**config.mk**
```make
export PLATFORM = sky130hd
export DESIGN_NAME = cor_ctrl
export DESIGN_NICKNAME = d
export VERILOG_FILES = /design/src/hw/rtl/cor_pkg.sv /design/src/hw/rtl/cor_ctrl.sv
export SDC_FILE = /design/constraint.sdc
export NUM_CORES = 1
export LEC_CHECK = 0
export BUFFER_PORTS_ARGS = -buffer_cell sky130_fd_sc_hd__buf_2
export CORE_ASPECT_RATIO = 2
export CORE_MARGIN = 2
export CORE_UTILIZATION = 46
export CTS_BUF_LIST = sky130_fd_sc_hd__clkbuf_8 sky130_fd_sc_hd__clkbuf_16
export CTS_CLUSTER_SIZE = 40
export DETAILED_ROUTE_END_ITERATION = 12
export PLACE_DENSITY_LB_ADDON = 0.3
export SLEW_MARGIN = 10
export SYNTH_ARGS = -nofsm -noshare
export SYNTH_HDL_FRONTEND = slang
export SYNTH_SLANG_ARGS = --single-unit
```
**constraint.sdc**
```tcl
create_clock -name clk -period 9.95 [get_ports clk]
set_input_delay 0.995 -clock clk [delete_from_list [all_inputs] [get_ports clk]]
set_output_delay 0.995 -clock clk [all_outputs]
set_load 0.005 [all_outputs]
```
**src/hw/rtl/cor_pkg.sv**
```systemverilog
// Shared types and constants for the chunked overwrite ring buffer.
// Used by cor_ctrl and chunked_overwrite_ring_buffer.
package cor_pkg;

  localparam int LEN_W = 7;
  localparam int CNT_W = 5;
  localparam int POS_W = 6;
  localparam int CMD_W = 2;
  localparam int IN_SAMPLE_W = 16;
  localparam int OUT_DATA_W = 24;

  localparam logic [CMD_W-1:0] CMD_PUSH  = 2'd0;
  localparam logic [CMD_W-1:0] CMD_POP   = 2'd1;
  localparam logic [CMD_W-1:0] CMD_CLEAR = 2'd2;

  localparam logic REG_CHUNK_LEN = 1'b0;
  localparam logic REG_RING_LEN  = 1'b1;

  localparam logic [LEN_W-1:0] CHUNK_LEN_RST = 7'd64;
  localparam logic [CNT_W-1:0] RING_LEN_RST  = 5'd16;

  typedef enum logic {
    ST_IDLE,
    ST_POP
  } cor_state_t;

  typedef struct packed {
    logic             valid;
    logic             last;
    logic             empty;
    logic [CNT_W-1:0] fill;
  } cor_stat_t;

endpackage

```
**src/hw/rtl/cor_ctrl.sv**
```systemverilog
// Pointer state, command decode and pop sequencer for the ring buffer.
// Depends on cor_pkg; drives the ports of cor_store.
module cor_ctrl
  import cor_pkg::*;
#(
  parameter int SAMPLE_BITS = 16,
  parameter int CHUNK_MAX   = 64,
  parameter int RING_MAX    = 16,
  parameter int ADDR_W      = 10
) (
  input  logic                   clk,
  input  logic                   rst_n,
  input  logic                   cfg_we,
  input  logic                   cfg_index,
  input  logic [LEN_W-1:0]       cfg_wdata,
  input  logic                   in_valid,
  output logic                   in_ready,
  input  logic [CMD_W-1:0]       cmd,
  input  logic [SAMPLE_BITS-1:0] sample,
  output logic                   mem_we,
  output logic [ADDR_W-1:0]      mem_waddr,
  output logic [SAMPLE_BITS-1:0] mem_wdata,
  output logic                   mem_re,
  output logic [ADDR_W-1:0]      mem_raddr,
  input  logic                   out_ready,
  output cor_stat_t              stat
);

  localparam logic [ADDR_W-1:0] CHUNK_STRIDE = ADDR_W'(CHUNK_MAX);

  cor_state_t        state_r, state_nxt;
  logic [LEN_W-1:0]  chunk_len_r, chunk_len_nxt;
  logic [CNT_W-1:0]  ring_len_r, ring_len_nxt;
  logic [CNT_W-1:0]  tail_r, tail_nxt;
  logic [CNT_W-1:0]  cnt_r, cnt_nxt;
  logic [POS_W-1:0]  wpos_r, wpos_nxt;
  logic [POS_W-1:0]  k_r, k_nxt;
  logic              pop_empty_r, pop_empty_nxt;
  logic [ADDR_W-1:0] base_r, base_nxt;
  cor_stat_t         stat_r, stat_nxt;

  logic [LEN_W-1:0]  len_eff;
  logic [CNT_W-1:0]  ring_eff;
  logic              acc;
  logic              room;
  logic              ld;
  logic              k_last;
  logic [CNT_W-1:0]  cnt_tmp;
  logic [CNT_W:0]    slot_w;
  logic [CNT_W-1:0]  slot;

  always_comb begin
    if (chunk_len_r == '0) begin
      len_eff = LEN_W'(1);
    end else if (32'(chunk_len_r) > CHUNK_MAX) begin
      len_eff = LEN_W'(CHUNK_MAX);
    end else begin
      len_eff = chunk_len_r;
    end
    if (ring_len_r == '0) begin
      ring_eff = CNT_W'(1);
    end else if (32'(ring_len_r) > RING_MAX) begin
      ring_eff = CNT_W'(RING_MAX);
    end else begin
      ring_eff = ring_len_r;
    end
  end

  assign in_ready = (state_r == ST_IDLE);
  assign acc      = in_valid && in_ready;
  assign room     = !stat_r.valid || out_ready;
  assign k_last   = ((LEN_W'(k_r) + LEN_W'(1)) == len_eff);

  always_comb begin
    state_nxt     = state_r;
    chunk_len_nxt = chunk_len_r;
    ring_len_nxt  = ring_len_r;
    tail_nxt      = tail_r;
    cnt_nxt       = cnt_r;
    wpos_nxt      = wpos_r;
    k_nxt         = k_r;
    pop_empty_nxt = pop_empty_r;
    base_nxt      = base_r;
    stat_nxt      = stat_r;
    mem_we        = 1'b0;
    mem_waddr     = ADDR_W'(tail_r) * CHUNK_STRIDE + ADDR_W'(wpos_r);
    mem_wdata     = sample;
    mem_re        = 1'b0;
    mem_raddr     = base_r + ADDR_W'(k_r);
    ld            = 1'b0;
    cnt_tmp       = cnt_r;
    slot_w        = '0;
    slot          = '0;

    if (acc) begin
      case (cmd)
        CMD_PUSH: begin
          if (wpos_r == '0 && cnt_r >= ring_eff) begin
            cnt_tmp = ring_eff - CNT_W'(1);
          end
          mem_we = 1'b1;
          if ((LEN_W'(wpos_r) + LEN_W'(1)) >= len_eff) begin
            wpos_nxt = '0;
            tail_nxt = ((tail_r + CNT_W'(1)) == ring_eff) ? '0 : tail_r + CNT_W'(1);
            cnt_nxt  = (cnt_tmp < ring_eff) ? cnt_tmp + CNT_W'(1) : cnt_tmp;
          end else begin
            wpos_nxt = wpos_r + POS_W'(1);
            cnt_nxt  = cnt_tmp;
          end
        end
        CMD_POP: begin
          state_nxt = ST_POP;
          k_nxt     = '0;
          if (cnt_r == '0) begin
            pop_empty_nxt = 1'b1;
          end else begin
            pop_empty_nxt = 1'b0;
            cnt_nxt       = cnt_r - CNT_W'(1);
            if (tail_r >= cnt_r) begin
              slot_w = {1'b0, tail_r} - {1'b0, cnt_r};
            end else begin
              slot_w = {1'b0, tail_r} + {1'b0, ring_eff} - {1'b0, cnt_r};
            end
            slot     = slot_w[CNT_W-1:0];
            base_nxt = ADDR_W'(slot) * CHUNK_STRIDE;
          end
        end
        CMD_CLEAR: begin
          tail_nxt = '0;
          cnt_nxt  = '0;
          wpos_nxt = '0;
        end
        default: begin
        end
      endcase
    end

    if (state_r == ST_POP && room) begin
      ld = 1'b1;
      if (pop_empty_r) begin
        stat_nxt  = '{valid: 1'b1, last: 1'b1, empty: 1'b1, fill: '0};
        state_nxt = ST_IDLE;
      end else begin
        mem_re    = 1'b1;
        stat_nxt  = '{valid: 1'b1, last: k_last, empty: 1'b0, fill: cnt_r};
        k_nxt     = k_r + POS_W'(1);
        if (k_last) begin
          state_nxt = ST_IDLE;
        end
      end
    end

    if (!ld && out_ready) begin
      stat_nxt.valid = 1'b0;
    end

    if (cfg_we) begin
      if (cfg_index == REG_CHUNK_LEN) begin
        chunk_len_nxt = cfg_wdata;
      end else begin
        ring_len_nxt = cfg_wdata[CNT_W-1:0];
      end
      tail_nxt = '0;
      cnt_nxt  = '0;
      wpos_nxt = '0;
    end
  end

  always_ff @(posedge clk) begin
    if (!rst_n) begin
      state_r      <= ST_IDLE;
      chunk_len_r  <= CHUNK_LEN_RST;
      ring_len_r   <= RING_LEN_RST;
      tail_r       <= '0;
      cnt_r        <= '0;
      wpos_r       <= '0;
      k_r          <= '0;
      pop_empty_r  <= 1'b0;
      stat_r       <= '0;
    end else begin
      state_r      <= state_nxt;
      chunk_len_r  <= chunk_len_nxt;
      ring_len_r   <= ring_len_nxt;
      tail_r       <= tail_nxt;
      cnt_r        <= cnt_nxt;
      wpos_r       <= wpos_nxt;
      k_r          <= k_nxt;
      pop_empty_r  <= pop_empty_nxt;
      stat_r       <= stat_nxt;
    end
  end

  always_ff @(posedge clk) begin
    base_r <= base_nxt;
  end

  assign stat = stat_r;

`ifndef SYNTHESIS
  a_cnt_in_range: assert property (@(posedge clk) disable iff (!rst_n)
    cnt_r <= ring_eff)
    else $error("chunk count exceeds ring length");

  a_tail_in_range: assert property (@(posedge clk) disable iff (!rst_n)
    tail_r < ring_eff)
    else $error("tail slot out of range");

  a_wpos_in_range: assert property (@(posedge clk) disable iff (!rst_n)
    LEN_W'(wpos_r) < len_eff)
    else $error("write position out of range");

  a_stall_holds_k: assert property (@(posedge clk) disable iff (!rst_n)
    (state_r == ST_POP && !room) |=> (state_r == ST_POP && $stable(k_r)))
    else $error("pop sequencer advanced while output stalled");
`endif

endmodule
```
==> summary.txt, run 1 <==
Logic synthesis
  • Post-synth EDFFs: 4
  • Sequential fraction of the synthesis area: 26.6%
  • FF+latch count, synth: 48
  • Synth top area cells: dfxtp_1, ha_1, nand2_1, xnor2_1, buf_4
  • Syn Area/Cell: 8.27 sq um
  • Ys Warns: 0
  • Post-Synthesis Cells: 455
  • Top-count cell post-synth: nand2_1
  • Ys async rst share: 0%
  • Post-synthesis cell type with the largest combined area: dfxtp_1
  • Most instantiated cells after synthesis: nand2_1, dfxtp_1, ha_1
  • Syn_nets: 528
  • Cell area after synthesis: 3760 sq um
  • Yosys cell types: 62
  • Post-synth top flop: dfxtp_1
  • Share of the synthesized area in the top cell type: 23.4%

Worst setup path
  • Crit path DAT: 4.41 ns
  • FF-to-FF setup slack: 5.76 ns
  • CP max stage delay: 0.66 ns
  • Critical path type: flip-flop to flip-flop
  • Slowest CP cell: or4_1
  • Crit end category: flip-flop
  • Setup crit start kind: flip-flop
  • Worst path cell trace: inv_1 -> o21a_2 -> inv_1 -> ha_1 -> nor3b_1 -> o21ai_0 -> nand2_2 -> mux2_2 -> ha_1 -> nand4_1 -> a2111oi_0 -> or4_1 -> or4_1 -> o211ai_1
  • Worst Path Max Fanout: 8
  • CP required: 10.17 ns

Placed design
  • DP Area: 3920 sq um
  • Pre-CTS setup slack: 5.87 ns
  • Placed cells: 566
  • Global placer's final weighted congestion: 0.950
  • Detailed Place HPWL: 7770 um
  • Port Buffers: 45

Run status
  • Status: complete, no violations

STA
  • Max-slew violations: 0
  • TNS Setup: 0 ns
  • Period utilization: 42.1%
  • Final setup violation count: 0
  • RSZ-0062 raised after global routing: false
  • Worst relative slew slack: 46.5%
  • Achievable Freq: 239 MHz
  • Post-route setup slack: 5.76 ns
  • Fin. Hold Viols: 0
  • Worst Tran Pin Value: 0.798 ns
  • Worst clock skew: 0.00422 ns
  • Final min period: 4.19 ns

Hold path
  • HP Class: flip-flop to flip-flop

CTS
  • Clk pin slew, worst setup/hold paths: 0.07 ns
  • Cts repair resizes: 0
  • CTS Root Buffer Type: clkbuf_16
  • Clk buf depth: 2
  • Worst skew pair latency: 0.29 ns
  • CTS Buf Count: 5
  • TritonCTS clock tree: done
  • H-Tree Depth: 2
  • # hold bufs at CTS: 0
  • Total clock sinks: 48
  • Post-CTS setup buffers: 0

Route
  • Via Count: 3,359
  • Pre-antenna DRT Iters: 4
  • DRC: 0
  • Routed wire length: 9720 um
  • Routed len/inst: 16.9 um
  • Via/cell ratio: 5.85
  • Drt initial violations: 111
  • Antenna-violating nets left: 0

Global route
  • Total GRT Usage: 23.3%
  • Initial antenna violation count: 0
  • Vias in the first global route: 3,408
  • Global-route wire length before repair: 16,100 um
  • Grt total ovfl: 0
  • Largest net degree at the start of global routing: 31

Power
  • Combinational fraction of design power: 15.8%
  • Worst vdd ir: 0.0885 mV
  • Clk pwr share: 42.0%
  • Int Pwr: 0.000358 W
  • Net switching share of the total power: 26.8%
  • Pwr dens: 119 nW/um^2
  • Seq pwr share: 42.2%
  • Lkg Pwr: 1.77 nW
  • Switch Pwr: 0.000131 W

Floorplan
  • Boundary Pins: 78
  • Die width: 68.0 um
  • Die area: 8970 sq um
  • Initial Utilization: 47.4%
  • Core Area: 7940 sq um
  • Core Rows: 46
  • Die H: 132 um

Cells and area
  • Area Growth Syn to Fin: 8.78%
  • Inserted Diodes: 0
  • FILL cells: 812
  • Nets@finish: 550
  • Final instance area: 4090 sq um
  • Area of the multi-input gates: 2440 sq um
  • Final core occ: 51.5%
  • Share of cells above drive strength 1: 13.8%
  • Final std cells w/o fill: 574
  • FF+latch area: 1000 sq um

Flow run
  • Max Cap Viol: 0
==> stage by stage <==
step	power (W)	hold slack, ns
after floorplan	0.000270	0.443
after global placement	0.000285	0.457
after detailed placement	0.000287	0.467
after CTS	0.000493	0.477
after global routing	0.000510	0.505
final	0.000488	0.470
==> final timing paths <==
path                                    start                     endpoint  cells after the start
hold reg to reg   chunk_len_r[0]$_SDFFE_PN0P_  chunk_len_r[0]$_SDFFE_PN0P_                      2
setup reg to reg   ring_len_r[4]$_SDFFE_PN1P_        cnt_r[3]$_SDFFE_PP0P_                     14
setup / recovery   ring_len_r[4]$_SDFFE_PN1P_        cnt_r[3]$_SDFFE_PP0P_                     14
hold / removal    chunk_len_r[0]$_SDFFE_PN0P_  chunk_len_r[0]$_SDFFE_PN0P_                      2
==> power groups by stage <==
stage	registers [W]	clock network, W	logic [W]
finish	0.000206	0.000205	0.0000773
global route	0.000207	0.000217	0.0000863
CTS	0.000206	0.000210	0.0000772
detailed placement	0.000210	0	0.0000767
global placement	0.000210	0	0.0000751
floorplan	0.000208	0	0.0000617
==> layout make-up <==
type                            instances  area share [%]
Timing Repair Buffer                   46            5.68
Sequential cell                        48            24.4
Clock inverter                          2           0.947
Inverter                               33            3.03
Tap cell                               96            2.93
Multi-Input combinational cell        343            59.6
Clock buffer                            6            3.39
==> worst max-delay path: cells and delay by family (launching register included) <==
| kind | cells | cell delay, ns |
|---|---|---|
| and+or+nand+nor | 5 | 1.81 |
| AOI/OAI and AO/OA | 4 | 0.59 |
| adders and majority gates | 2 | 0.56 |
| DFF | 1 | 0.46 |
| muxes | 1 | 0.39 |
| buffers and inverters | 2 | 0.30 |
==> registers in the layout, summed over array words and instances (netlist names) <==
name	flops
stat	8
chunk_len_r	7
k_r	6
wpos_r	6
cnt_r	5
ring_len_r	5
tail_r	5
base_r	4
pop_empty_r	1
state_r	1
==> cell families after synthesis <==
group,share of synthesized area (%)
xor+xnor,5.72
compound gates,18.1
simple gates,22.3
fa+ha+maj,14.8
buf+inv,8.61
mux,3.96
flops,26.6
==> metal layers <==
metal,vias to the layer above,wire length (um),GRT usage (%)
li1,1638,-,-
met1,1564,3360,22.6
met2,109,5230,41.2
met3,48,388,4.01
met4,0,734,17.3
met5,-,0,0
==> cell usage in the layout (no fill, tap or decap), drive strengths merged, types with 3 or more instances in the layout <==
master / count
nand2: 46
buf: 46
dfxtp: 44
ha: 38
inv: 32
nand3: 27
a21oi: 25
nor2: 22
xnor2: 18
a21boi: 16
nor3: 14
nor2b: 13
o21ai: 12
mux2i: 10
nand2b: 10
or3: 8
o211ai: 6
clkbuf: 6
a21o: 5
and2: 5
a22oi: 5
and3: 4
xor2: 4
a31oi: 4
a211oi: 4
fa: 4
edfxtp: 4
mux2: 4
nor3b: 3
or4: 3
o21a: 3
Power figures use the tool's default switching activity.
==> run 2: changes to the inputs <==
Clock period 9.95 ns to 4 ns, I/O delays scaled along.
==> run 2 against run 1 <==
First-iteration DRC count is 56% higher. Cell count is 2.4% higher. Sequential power is 150% higher. Count of clock-buffer cells in the layout stayed put. Core utilization is 1.3 points higher. Worst hold slack worse by 0.14 ns. Critical endpoint unchanged.
==> summary.txt, run 2 (synthesized netlist as in run 1, its figures left out) <==
Run status
  • Status: complete, no violations (unchanged)

Cells and area
  • Area Growth Syn to Fin: 11.5% (was 8.78%)
  • Nets@finish: 564 (was 550)
  • Largest register FFs: 8 (unchanged)
  • Most frequent cells in the layout: nand2_1, buf_2, dfxtp_1 (unchanged)
  • Share of cells above drive strength 1: 16.9% (was 13.8%)
  • Inserted Diodes: 0 (unchanged)
  • FILL cells: 774 (was 812)

Floorplan
  • Core Rows: 46 (unchanged)
  • Die area: 8970 sq um (unchanged)
  • Die width: 68.0 um (unchanged)
  • Initial Utilization: 47.4% (unchanged)
  • Core Area: 7940 sq um (unchanged)
  • Die H: 132 um (unchanged)
  • Boundary Pins: 78 (unchanged)

Route
  • Routed len/inst: 17.2 um (was 16.9 um)
  • Pre-antenna DRT Iters: 4 (unchanged)
  • Routed wire length: 10,100 um (was 9720 um)
  • Antenna-violating nets left: 0 (unchanged)
  • DRC: 0 (unchanged)
  • Via/cell ratio: 5.70 (was 5.85)
  • Drt initial violations: 173 (was 111)
  • Via Count: 3,352 (was 3,359)

Power
  • Lkg Pwr: 1.84 nW (was 1.77 nW)
  • Pwr dens: 284 nW/um^2 (was 119 nW/um^2)
  • Worst vdd ir: 0.284 mV (was 0.0885 mV)

Global route
  • Vias in the first global route: 3,340 (was 3,408)
  • Global-route wire length before repair: 16,400 um (was 16,100 um)
  • Initial antenna violation count: 0 (unchanged)
  • Grt total ovfl: 0 (unchanged)
  • Largest net degree at the start of global routing: 31 (unchanged)
  • Total GRT Usage: 24.1% (was 23.3%)

CTS
  • CTS Buf Count: 5 (unchanged)
  • H-Tree Depth: 2 (unchanged)
  • Clk buf depth: 2 (unchanged)
  • Worst skew pair latency: 0.30 ns (was 0.29 ns)
  • CTS Root Buffer Type: clkbuf_16 (unchanged)
  • Total clock sinks: 48 (unchanged)
  • TritonCTS clock tree: done (unchanged)
  • Clk pin slew, worst setup/hold paths: 0.07 ns (about the same)

Placed design
  • Detailed Place HPWL: 8010 um (was 7770 um)
  • Port Buffers: 45 (unchanged)
  • Global placer's final weighted congestion: 0.979 (was 0.950)
  • Pre-CTS setup slack: 0.0174 ns (was 5.87 ns)

Flow run
  • Max Cap Viol: 0 (unchanged)

Worst setup path
  • Worst path cell trace: nor3_1 -> o21a_2 -> inv_1 -> ha_1 -> nor3b_2 -> o21ai_1 -> nand2_2 -> mux2_2 -> ha_1 -> nand4_1 -> a2111oi_0 -> or4_4 -> or4_1 -> o211ai_1 (was inv_1 -> o21a_2 -> inv_1 -> ha_1 -> nor3b_1 -> o21ai_0 -> nand2_2 -> mux2_2 -> ha_1 -> nand4_1 -> a2111oi_0 -> or4_1 -> or4_1 -> o211ai_1)
  • Setup crit start kind: flip-flop (unchanged)
  • Critical path type: flip-flop to flip-flop (unchanged)
  • Crit path top cell by count: ha_1
  • CP max stage delay: 0.58 ns (was 0.66 ns)
  • Crit end category: flip-flop (unchanged)
  • Slowest CP cell: or4_4 (was or4_1)
  • Worst Path Max Fanout: 7 (was 8)
  • Crit path DAT: 4.08 ns (was 4.41 ns)
  • CP required: 4.23 ns (was 10.17 ns)

STA
  • Achievable Freq: 260 MHz (was 239 MHz)
  • Period utilization: 96.3% (was 42.1%)
  • Hold slack: 0.331 ns (was 0.470 ns)
  • Worst Tran Pin Value: 0.868 ns (was 0.798 ns)
  • Worst relative slew slack: 41.8% (was 46.5%)
  • Max-slew violations: 0 (unchanged)
  • Fin. Hold Viols: 0 (unchanged)
  • Post-route setup slack: 0.147 ns (was 5.76 ns)
  • Final setup violation count: 0 (unchanged)
  • Worst clock skew: 0.00940 ns (was 0.00422 ns)
  • Final min period: 3.85 ns (was 4.19 ns)

Hold path
  • HP Class: primary input to flip-flop (was flip-flop to flip-flop)
-- run 2: critical path, delay by kind of cell, from the launching register on --
| kind | cells | cell delay [ns] |
|---|---|---|
| and+or+nand+nor | 6 | 1.85 |
| adders and majority gates | 2 | 0.60 |
| AOI/OAI and AO/OA | 4 | 0.55 |
| muxes | 1 | 0.38 |
| DFF | 1 | 0.35 |
| buffers and inverters | 1 | 0.07 |
-- run 2: stage by stage --
step                      TNS, ns  area, sq um  std cells  total power [W]  util (%)
after floorplan                 0         3760        455         0.000672         -
after global placement          0         3980        575         0.000715      50.2
after detailed placement        0         3980        575         0.000720      50.2
after CTS                       0         4160        585          0.00119      52.4
after global routing      -0.0508         4200        588          0.00125      52.8
final                           0         4200        588          0.00119      52.8
-- run 2: worst paths after layout --
check	start	end	slack, ns	cells past startpoint
worst max-delay path	ring_len_r[3]$_SDFFE_PN0P_	cnt_r[3]$_SDFFE_PP0P_	0.15	14
worst min-delay path	cfg_wdata[6]	chunk_len_r[6]$_SDFFE_PN1P_	0.33	3
worst max register to register	ring_len_r[3]$_SDFFE_PN0P_	cnt_r[3]$_SDFFE_PP0P_	0.15	14
worst min register to register	chunk_len_r[0]$_SDFFE_PN0P_	chunk_len_r[0]$_SDFFE_PN0P_	0.48	2
-- run 2: what timing repair did --
action | in CTS | in global routing
hold buffers | 0 | 0
cloned | 0 | 0
hold endpoints to repair | 0 | 0
setup endpoints to repair | 1 | 4
pin swaps | 1 | 3
buffers inserted | 2 | 3
resized for setup | 0 | 5
-- run 2: final cells by class --
cell class	count	area [sq um]	share of cell area, %
Sequential cell	48	1000	23.9
Clock buffer	6	150	3.58
Tap cell	96	120	2.86
Timing Repair Buffer	60	338	8.05
Clock inverter	2	11.3	0.268
Inverter	33	124	2.95
Multi-Input combinational cell	343	2450	58.4
-- run 2: where the power goes --
| part | internal (W) | total, W | switching, W |
|---|---|---|---|
| registers | 0.000496 | 0.000510 | 0.0000138 |
| logic | 0.0000904 | 0.000211 | 0.000121 |
| clock network | 0.000270 | 0.000472 | 0.000203 |
| total | 0.000856 | 0.00119 | 0.000337 |
-- run 2: layer usage --
| metal | routed length, um | track usage [%] | vias up |
|---|---|---|---|
| met1 | 3480 | 24.2 | 1570 |
| met3 | 338 | 3.07 | 38 |
| li1 | - | - | 1658 |
| met2 | 5720 | 44.2 | 86 |
| met4 | 574 | 14.2 | 0 |
| met5 | 0 | 0 | - |
==> run 3: changes to the inputs <==
Settings changed: CAP_MARGIN set to 20, CORE_UTILIZATION 46 to 43.
==> run 3 against run 2 <==
Sequential cell count did not move. Setup slack improved by 0.00063 ns. Critical path type unchanged. Power rose by 2.3%.
==> summary.txt, run 3 (synthesized netlist as in run 1, its figures left out) <==
Run status
  • Status: complete, no violations (unchanged)

Global route
  • Initial antenna violation count: 0 (unchanged)
  • Grt total ovfl: 0 (unchanged)
  • Global-route wire length before repair: 16,000 um (was 16,400 um)
  • Total GRT Usage: 21.4% (was 24.1%)
  • Largest net degree at the start of global routing: 31 (unchanged)
  • Vias in the first global route: 3,285 (was 3,340)

Floorplan
  • Core Area: 8590 sq um (was 7940 sq um)
  • Die width: 70.2 um (was 68.0 um)
  • Die H: 136 um (was 132 um)
  • Boundary Pins: 78 (unchanged)
  • Core Rows: 48 (was 46)
  • Initial Utilization: 43.8% (was 47.4%)
  • Die area: 9560 sq um (was 8970 sq um)

STA
  • Fin. Hold Viols: 0 (unchanged)
  • TNS Setup: 0 ns (unchanged)
  • Final min period: 3.85 ns (about the same)
  • Max-slew violations: 0 (unchanged)
  • Achievable Freq: 260 MHz (about the same)
  • Final setup violation count: 0 (unchanged)
  • Worst clock skew: 0.00360 ns (was 0.00940 ns)
  • Worst Tran Pin Value: 0.918 ns (was 0.868 ns)
  • Period utilization: 96.3% (about the same)
  • Worst relative slew slack: 38.0% (was 41.8%)

Worst setup path
  • Setup crit start: ring_len_r[3]$_SDFFE_PN0P_ (unchanged)
  • CP required: 4.22 ns (was 4.23 ns)
  • Crit path buffers/inverters: 1 (unchanged)
  • Cells on worst reg2reg path: 14 (unchanged)
  • Worst path cell trace: nor3_2 -> o21a_2 -> inv_1 -> ha_1 -> nor3b_2 -> o21ai_1 -> nand2_2 -> mux2_2 -> ha_1 -> nand4_1 -> a2111oi_0 -> or4_4 -> or4_1 -> o211ai_1 (was nor3_1 -> o21a_2 -> inv_1 -> ha_1 -> nor3b_2 -> o21ai_1 -> nand2_2 -> mux2_2 -> ha_1 -> nand4_1 -> a2111oi_0 -> or4_4 -> or4_1 -> o211ai_1)
  • FF-to-FF setup slack: 0.15 ns (about the same)
  • Crit end category: flip-flop (unchanged)
  • Setup crit start kind: flip-flop (unchanged)
  • Worst R2R End: cnt_r[3]$_SDFFE_PP0P_ (unchanged)
  • R2r startpoint: ring_len_r[3]$_SDFFE_PN0P_ (unchanged)
  • Slowest CP cell: or4_4 (unchanged)
  • Crit path DAT: 4.07 ns (was 4.08 ns)
  • Critical Path End: cnt_r[3]$_SDFFE_PP0P_ (unchanged)
  • Crit path depth: 14 (unchanged)
  • CP max stage delay: 0.58 ns (about the same)
  • Worst Path Max Fanout: 7 (unchanged)
  • Critical path type: flip-flop to flip-flop (unchanged)
  • CP delay by family, top: simple AND/OR/NAND/NOR gates (unchanged)
  • Crit path top cell by count: ha_1 (unchanged)

Placed design
  • Port Buffers: 45 (unchanged)
  • Global placer's final weighted congestion: 0.952 (was 0.979)
  • Detailed Place HPWL: 8010 um (about the same)
  • DP Area: 4000 sq um (was 3980 sq um)

Route
  • DRC: 0 (unchanged)
  • Antenna-violating nets left: 0 (unchanged)
  • Routed len/inst: 17.1 um (was 17.2 um)
  • Routed wire length: 10,100 um (about the same)
  • Drt initial violations: 120 (was 173)
  • Pre-antenna DRT Iters: 4 (unchanged)
  • Via/cell ratio: 5.70 (about the same)
  • Via Count: 3,381 (was 3,352)

CTS
  • Clk pin slew, worst setup/hold paths: 0.07 ns (about the same)
  • Worst skew pair latency: 0.29 ns (was 0.30 ns)
  • Clk buf depth: 2 (unchanged)
  • TritonCTS clock tree: done (unchanged)
  • CTS Root Buffer Type: clkbuf_16 (unchanged)
  • H-Tree Depth: 2 (unchanged)
  • CTS Buf Count: 5 (unchanged)
  • Total clock sinks: 48 (unchanged)

Flow run
  • Max Cap Viol: 0 (unchanged)

Hold path
  • HP Class: primary input to flip-flop (unchanged)
  • Hold Path Origin: cfg_wdata[6] (unchanged)

Cells and area
  • Largest register FFs: 8 (unchanged)
  • Inserted Diodes: 0 (unchanged)
  • Most frequent cells in the layout: nand2_1, buf_2, dfxtp_1 (unchanged)
  • Nets@finish: 565 (was 564)
  • Final instance area: 4220 sq um (was 4200 sq um)
  • Area Growth Syn to Fin: 12.2% (was 11.5%)
  • FILL cells: 828 (was 774)
  • Share of cells above drive strength 1: 17.2% (was 16.9%)

Power
  • Combinational fraction of design power: 17.5% (was 17.7%)
  • Seq pwr share: 41.8% (was 42.7%)
  • Clk pwr share: 40.8% (was 39.6%)
  • Lkg Pwr: 1.84 nW (about the same)
  • Int Pwr: 0.000885 W (was 0.000856 W)
  • Worst vdd ir: 0.273 mV (was 0.284 mV)
  • Pwr dens: 289 nW/um^2 (was 284 nW/um^2)
  • Net switching share of the total power: 27.5% (was 28.2%)
  • Switch Pwr: 0.000335 W (was 0.000337 W)
-- run 3: cell count changes in the layout (fill, tap and decap cells not counted), sizes merged --
cell    change
buf         +1
bufinv      +1
clkbuf      -1
clkinv      -1
inv         +1
-- run 3: final cells by class --
type,instances,area [sq um],share of cell area [%]
multi-input cells,343,2460,58.2
flip-flops and latches,48,1000,23.7
repair buffers,61,345,8.18
clock buffers,5,125,2.96
well taps,100,125,2.96
inverters,33,124,2.93
clock inverters,3,45.0,1.07
-- run 3: per-layer routing --
layer	global-route usage [%]	up-vias	part of all wire (%)
met5	0	-	0
met4	15.0	0	6.4
met3	2.67	37	3.8
met2	41.2	88	55
met1	20.5	1592	34
li1	-	1664	-
-- run 3: metrics by stage --
step | power, W | setup slack [ns] | utilization (%) | hold slack [ns] | std cells
2_1_floorplan | 0.000672 | 0.307 | - | 0.443 | 455
3_3_place_gp | 0.000720 | 0.141 | 46.6 | 0.454 | 581
3_5_place_dp | 0.000723 | -0.0436 | 46.6 | 0.478 | 581
4_1_cts | 0.00122 | 0.0379 | 48.6 | 0.327 | 589
5_1_grt | 0.00127 | -0.0183 | 49.2 | 0.340 | 593
6_report | 0.00122 | 0.148 | 49.2 | 0.326 | 593
-- run 3: power groups by stage --
| stage | sequential, W | clock (W) | combinational [W] |
|---|---|---|---|
| after floorplan | 0.000518 | 0 | 0.000153 |
| after global placement | 0.000520 | 0 | 0.000200 |
| after detailed placement | 0.000520 | 0 | 0.000203 |
| after CTS | 0.000509 | 0.000504 | 0.000205 |
| after global routing | 0.000511 | 0.000521 | 0.000238 |
| final | 0.000510 | 0.000498 | 0.000213 |
-- run 3: worst min path at each step --
stage	to	slack [ns]	cells after the start
floorplan	chunk_len_r[0]$_SDFFE_PN0P_	0.44	2
global placement	chunk_len_r[0]$_SDFFE_PN0P_	0.45	2
detailed placement	chunk_len_r[0]$_SDFFE_PN0P_	0.48	2
CTS	chunk_len_r[6]$_SDFFE_PN1P_	0.33	3
global route	chunk_len_r[6]$_SDFFE_PN1P_	0.34	3
finish	chunk_len_r[6]$_SDFFE_PN1P_	0.33	3
-- run 3: timing repair --
action | 4_1_cts | 5_1_grt
resized for setup | 1 | 6
setup endpoints to repair | 2 | 4
buffers inserted | 0 | 4
hold buffers | 0 | 0
pin swaps | 0 | 3
-- run 3: worst reg2reg max path, cell delays in order, from the launching register on --
cell       delay [ns]
dfxtp_1          0.35
nor3_2           0.19
o21a_2           0.21
inv_1            0.07
ha_1             0.29
nor3b_2          0.22
o21ai_1          0.16
nand2_2          0.20
mux2_2           0.38
ha_1             0.29
nand4_1          0.16
a2111oi_0        0.10
or4_4            0.58
or4_1            0.49
o211ai_1         0.09
